`config.mk`:
```
export PLATFORM = sky130hd
export DESIGN_NAME = sim_ram
export DESIGN_NICKNAME = d
export VERILOG_FILES = /design/src/sv/sim_ram.sv
export SDC_FILE = /design/constraint.sdc
export NUM_CORES = 1
export LEC_CHECK = 0
export BUFFER_PORTS_ARGS = -buffer_cell sky130_fd_sc_hd__clkbuf_2
export CORE_MARGIN = 8
export CORE_UTILIZATION = 35
export DETAILED_ROUTE_END_ITERATION = 10
export HOLD_SLACK_MARGIN = 0.15
export PLACE_DENSITY = 0.49
export SLEW_MARGIN = 15
export SYNTH_ARGS = -nofsm -noshare
export SYNTH_HDL_FRONTEND = slang
export SYNTH_SLANG_ARGS = --single-unit
```
`constraint.sdc`:
```
create_clock -name clk -period 4.2 [get_ports clk]
set_clock_uncertainty 0.05 [all_clocks]
set_input_delay 0.84 -clock clk [delete_from_list [all_inputs] [get_ports clk]]
set_output_delay 0.84 -clock clk [all_outputs]
set_load 0.01 [all_outputs]
```
`src/sv/sim_ram.sv`:
```
// sim_ram: generic simple dual port ram, one write and one registered read port
// no reset, contents undefined until written
// no dependencies
`timescale 1ns / 1ps

module sim_ram #(
    parameter int WIDTH = 8,
    parameter int DEPTH = 16
) (
    input  logic                     clk,
    input  logic                     we,
    input  logic [$clog2(DEPTH)-1:0] waddr,
    input  logic [WIDTH-1:0]         wdata,
    input  logic                     re,
    input  logic [$clog2(DEPTH)-1:0] raddr,
    output logic [WIDTH-1:0]         rdata
);
    logic [WIDTH-1:0] mem [DEPTH];
    logic [WIDTH-1:0] rdata_reg;

    always_ff @(posedge clk)
    begin
        if (we)
        begin
            mem[waddr] <= wdata;
        end
        if (re)
        begin
            rdata_reg <= mem[raddr];
        end
    end

    assign rdata = rdata_reg;
endmodule

```
==> qor.csv, run 1 <==
stage,metric,value,unit
status,status,"finished, final reports clean",
place,portBuffers,26,
floorplan,die_h,138,um
timing,whs,0.695,ns
run,cap_viol_max_count,0,
cells_and_area,largest_reg_flops,128,
cts,post_cts_resize_count,0,
route,drc,0,
grt,grt_overflow,0,
logic_synthesis,ys_seq_elements,136,
cts,clkLatencyLatePin,0.41,ns
cells_and_area,utilization,41.5,%
logic_synthesis,synth_area_leaders,"edfxtp_1 78%, mux4_2 7.8%, mux4_1 7.0%",
cts,root_buffer,clkbuf_16,
timing,tightest_slew,1.08,ns
timing,period_minus_slack,2.30,ns
critical_path,cp.required,4.30,ns
grt,grt_pass1_wl,16300,um
logic_synthesis,synth.avg_cell_area,22.8,sq um
cells_and_area,syn2layout_area_growth,15.9,%
critical_path,crit_type,in -> reg,
route,dr_wl_met2,4990,um
cts,cts_hold_buf,0,
power,switching_power,0.599,mW
cts,clk_pin_slew,0.06,ns
logic_synthesis,synth_area_leader_cell,edfxtp_1,
logic_synthesis,syn-cell-area,5230,sq um
route,drtPass1Iterations,4,
grt,antenna_found_initial,0,
logic_synthesis,seq_area_frac_synth,78.1,%
cts,clockBufferDepth,2,
logic_synthesis,netlist.area_leader.share,78.1,%
timing,rsz0062_at_grt,false,
power,total_power,2.98,mW
power,comb_power_share,4.6,%
cts,htreeDepth,4,
cts,cts_tree,done,
timing,hold_viol,0,
logic_synthesis,ys_top_cells_by_count,"136 x edfxtp_1, 18 x mux4_2, 16 x a22oi_1, 14 x mux4_1, 13 x nor2_1",
critical_path,r2r_slack,2.66,ns
place,place_ws,1.45,ns
timing,setup_violations,0,
floorplan,die_w,138,um
route,drtAntennaViolNets,0,
floorplan,die_area,19100,sq um
floorplan,io_pins,27,
power,leakage,2.00,nW
power,vdd_ir_drop_max,351,uV
critical_path,start_kind,input pin,
logic_synthesis,syn_inst,229,
grt,grt_max_degree,33,
floorplan,rows,44,
cts,cts.sinks,136,
hold_path,hold_path.class,reg -> reg,
place,dp_hpwl,6790,um
cells_and_area,diodes,0,
timing,setup_slack,1.90,ns
power,p_int,2.38,mW
logic_synthesis,synth_edf_count,136,
logic_synthesis,synthFlopType,edfxtp_1,
timing,slew_violations,0,
route,via_per_inst,5.08,
route,wire_per_inst,23.3,um
timing,slew-limit-headroom,28.0,%
critical_path,crit_path_end_kind,flip-flop,
power,powerDensity,491,nW/um^2
logic_synthesis,synth_nets,248,
critical_path,crit_fanout,32,
route,dr_wl_met3,455,um
power,p_seq_share,51.7,%
route,top_layer_used,met4,
grt,gr-usage-all-layers,11.8,%
timing,period_share,54.8,%
route,wl,10800,um
cells_and_area,drive_above_1_share,27.9,%
route,drtIter0Drc,172,
logic_synthesis,ys_types,18,
timing,timing.fmax,435,MHz
power,power.share.clock,43.6,%
logic_synthesis,yosys_warnings,0,
place,place_congestion,0.701,
cells_and_area,final_nets,287,
timing,setup_tns,0,ns
logic_synthesis,async_flop_share,0,%
grt,grt_pass1_vias,2531,
cts,cts_buffers,17,
cts,post_cts_buffers,0,
route,met1_length,5270,um
critical_path,crit_arrival,2.40,ns
cells_and_area,fillers,1268,
power,swShare,20.1,%
route,vias,2356,
logic_synthesis,synth_most_common_cell,edfxtp_1,
floorplan,coreArea,14600,sq um
floorplan,initial_core_util,35.8,%
path summary, 6_finish.rpt:
check | from | endpoint | depth (start not counted)
max | raddr[1] | rdata[2] | 4
min | mem[13][5] | rdata[5] | 3
max reg2reg | mem[10][2] | rdata[2] | 3
min reg2reg | mem[13][5] | rdata[5] | 3
per-stage QoR:
stage / std cells / instance area, sq um
3_3_place_gp: 433 / 5540
5_1_grt: 464 / 6060
6_report: 464 / 6060
3_5_place_dp: 433 / 5540
2_1_floorplan: 229 / 5230
4_1_cts: 464 / 6060
power by group through the flow:
stage	logic [mW]	registers (mW)	clock network, mW
3_5_place_dp	0.142	1.57	0
6_report	0.138	1.54	1.30
2_1_floorplan	0.0772	1.57	0
4_1_cts	0.142	1.54	1.33
5_1_grt	0.150	1.54	1.40
3_3_place_gp	0.139	1.57	0
routing by layer:
layer	vias to the layer above	track usage, %
met5	-	0
met4	0	3.78
met3	5	4.42
met2	46	17.3
met1	1243	15.9
li1	1062	-
worst max-delay path, cell delays in order:
cell and delay [ns]:
clkbuf_2 0.75, mux4_1 0.44, a22oi_1 0.27, nand2_1 0.08
layout make-up:
cell class	instances	area [sq um]	share of cell area (%)
Timing Repair Buffer	30	160	2.64
Sequential cell	136	4080	67.4
Clock inverter	13	88.8	1.47
Tap cell	184	230	3.80
Multi-Input combinational cell	83	1070	17.6
Clock buffer	18	429	7.08
cells by family (layout without fill, tap and decap cells):
family | Yosys count | after routing | synth area share, %
flops | 136 | 136 | 78.1
simple gates | 35 | 35 | 3.14
mux | 32 | 32 | 14.8
compound gates | 16 | 16 | 2.30
buf+inv | 10 | 61 | 1.65
cells in the final DEF (no fill, tap or decap), types with 3 or more instances in the layout:
cell type	n
a22oi_1	16
buf_4	4
clkbuf_16	17
clkbuf_2	26
clkinv_1	3
clkinv_2	8
edfxtp_1	136
mux4_1	14
mux4_2	18
nand2_1	9
nor2_1	13
Power figures use the tool's default switching activity.
==> run 2, diff against run 1 <==
- clock period: 4.2 -> 2.3 ns (I/O delays scaled with it)
==> qor.csv, run 2 (same netlist as run 1, synthesis figures left out) <==
stage,metric,value,unit
status,status,"finished, final reports clean",
run,cap_viol_max_count,0,
grt,antenna_found_initial,0,
grt,met1_usage,15.8,%
grt,grt_overflow,0,
power,vdd_ir_drop_max,904,uV
critical_path,crit_path_end_kind,flip-flop,
power,powerDensity,923,nW/um^2
route,drtIter0Drc,197,
floorplan,die_w,138,um
route,drtPass1Iterations,4,
route,vias,2469,
timing,hold_viol,0,
timing,timing.fmax,595,MHz
timing,tightest_slew,0.461,ns
cts,post_cts_buffers,0,
timing,slew-limit-headroom,69.2,%
cells_and_area,final_nets,305,
timing,slew_violations,0,
cells_and_area,mostFrequentLayoutCells,"136 x edfxtp_1, 26 x clkbuf_2, 20 x buf_4",
grt,grt_pass1_vias,2703,
grt,use_met2,17.8,%
cts,cts.sinks,136,
timing,rsz0062_at_grt,false,
critical_path,crit_fanout,22,
floorplan,io_pins,27,
route,wire_per_inst,22.4,um
cells_and_area,largest_reg_flops,128,
grt,busiest_layer,met2,
route,drtAntennaViolNets,0,
timing,period_minus_slack,1.68,ns
power,leakage,2.12,nW
cts,clk_pin_slew,0.06,ns
place,dp_cells,451,
cells_and_area,drive_above_1_share,30.4,%
cts,cts_hold_buf,0,
floorplan,die_h,138,um
floorplan,die_area,19100,sq um
cells_and_area,diodes,0,
cts,cts_tree,done,
route,wl,10800,um
grt,grt_max_degree,23,
critical_path,cp.required,2.40,ns
cells_and_area,final_cells,483,
critical_path,start_kind,input pin,
grt,gr-usage-all-layers,11.9,%
cts,htreeDepth,4,
cts,post_cts_resize_count,0,
cts,clkLatencyLatePin,0.41,ns
critical_path,crit_type,in -> reg,
hold_path,hold_path.class,in -> reg,
cells_and_area,syn2layout_area_growth,20.2,%
place,portBuffers,26,
place,dp_hpwl,7040,um
grt,grt_pass1_wl,16600,um
grt,gr-usage-met3,3.97,%
floorplan,initial_core_util,35.8,%
timing,setup_tns,0,ns
cts,root_buffer,clkbuf_16,
floorplan,rows,44,
cts,clockBufferDepth,2,
floorplan,coreArea,14600,sq um
timing,period_share,73.0,%
cells_and_area,fillers,1257,
place,place_congestion,0.670,
critical_path,crit_arrival,1.78,ns
cells_and_area,final_common_cell,edfxtp_1,
place,dpl-instance-area,5690,sq um
route,drc,0,
cells_and_area,finish.instance_area,6280,sq um
cts,cts_buffers,17,
timing,setup_violations,0,
route,via_per_inst,5.11,
run 2: worst max-delay path, cell delays in order:
cell	delay (ns)
clkbuf_2	0.12
buf_12	0.21
mux4_1	0.60
a22oi_1	0.27
nand2_1	0.10
run 2: worst paths after layout:
path / cells after the start / from / slack (ns) / to
max reg2reg: 3 / mem[10][4] / 0.75 / rdata[4]
min reg2reg: 3 / mem[6][4] / 0.72 / rdata[4]
max: 5 / raddr[0] / 0.62 / rdata[4]
min: 1 / re / 0.43 / rdata[1]
run 2: cell type report:
class	instances	area, sq um	share of cell area (%)
repair buffers	48	320	5.10
multi-input cells	83	1060	16.8
clock buffers	20	437	6.95
clock inverters	12	156	2.49
flip-flops and latches	136	4080	65.0
well taps	184	230	3.66
run 2: per-stage QoR:
| step | total power, mW | util, % | hold slack, ns | worst slack [ns] |
|---|---|---|---|---|
| after floorplan | 3.00 | - | 0.509 | 0.297 |
| after global placement | 3.13 | 39.0 | 0.698 | 0.145 |
| after detailed placement | 3.14 | 39.0 | 0.704 | 0.141 |
| after CTS | 5.85 | 43.1 | 0.420 | 0.578 |
| after global routing | 5.98 | 43.1 | 0.436 | 0.527 |
| final | 5.80 | 43.1 | 0.433 | 0.620 |
run 2: metal layers:
layer,vias to the layer above,part of all wire [%],wire length (um)
met5,-,0,0
met4,0,0.90,98
met3,8,5.6,610
met2,68,47,5040
met1,1296,47,5080
li1,1097,-,-
run 2: power breakdown:
group	switching (mW)	internal, mW	total [mW]
clock network	0.938	1.79	2.73
logic	0.156	0.112	0.268
registers	0.0138	2.79	2.81
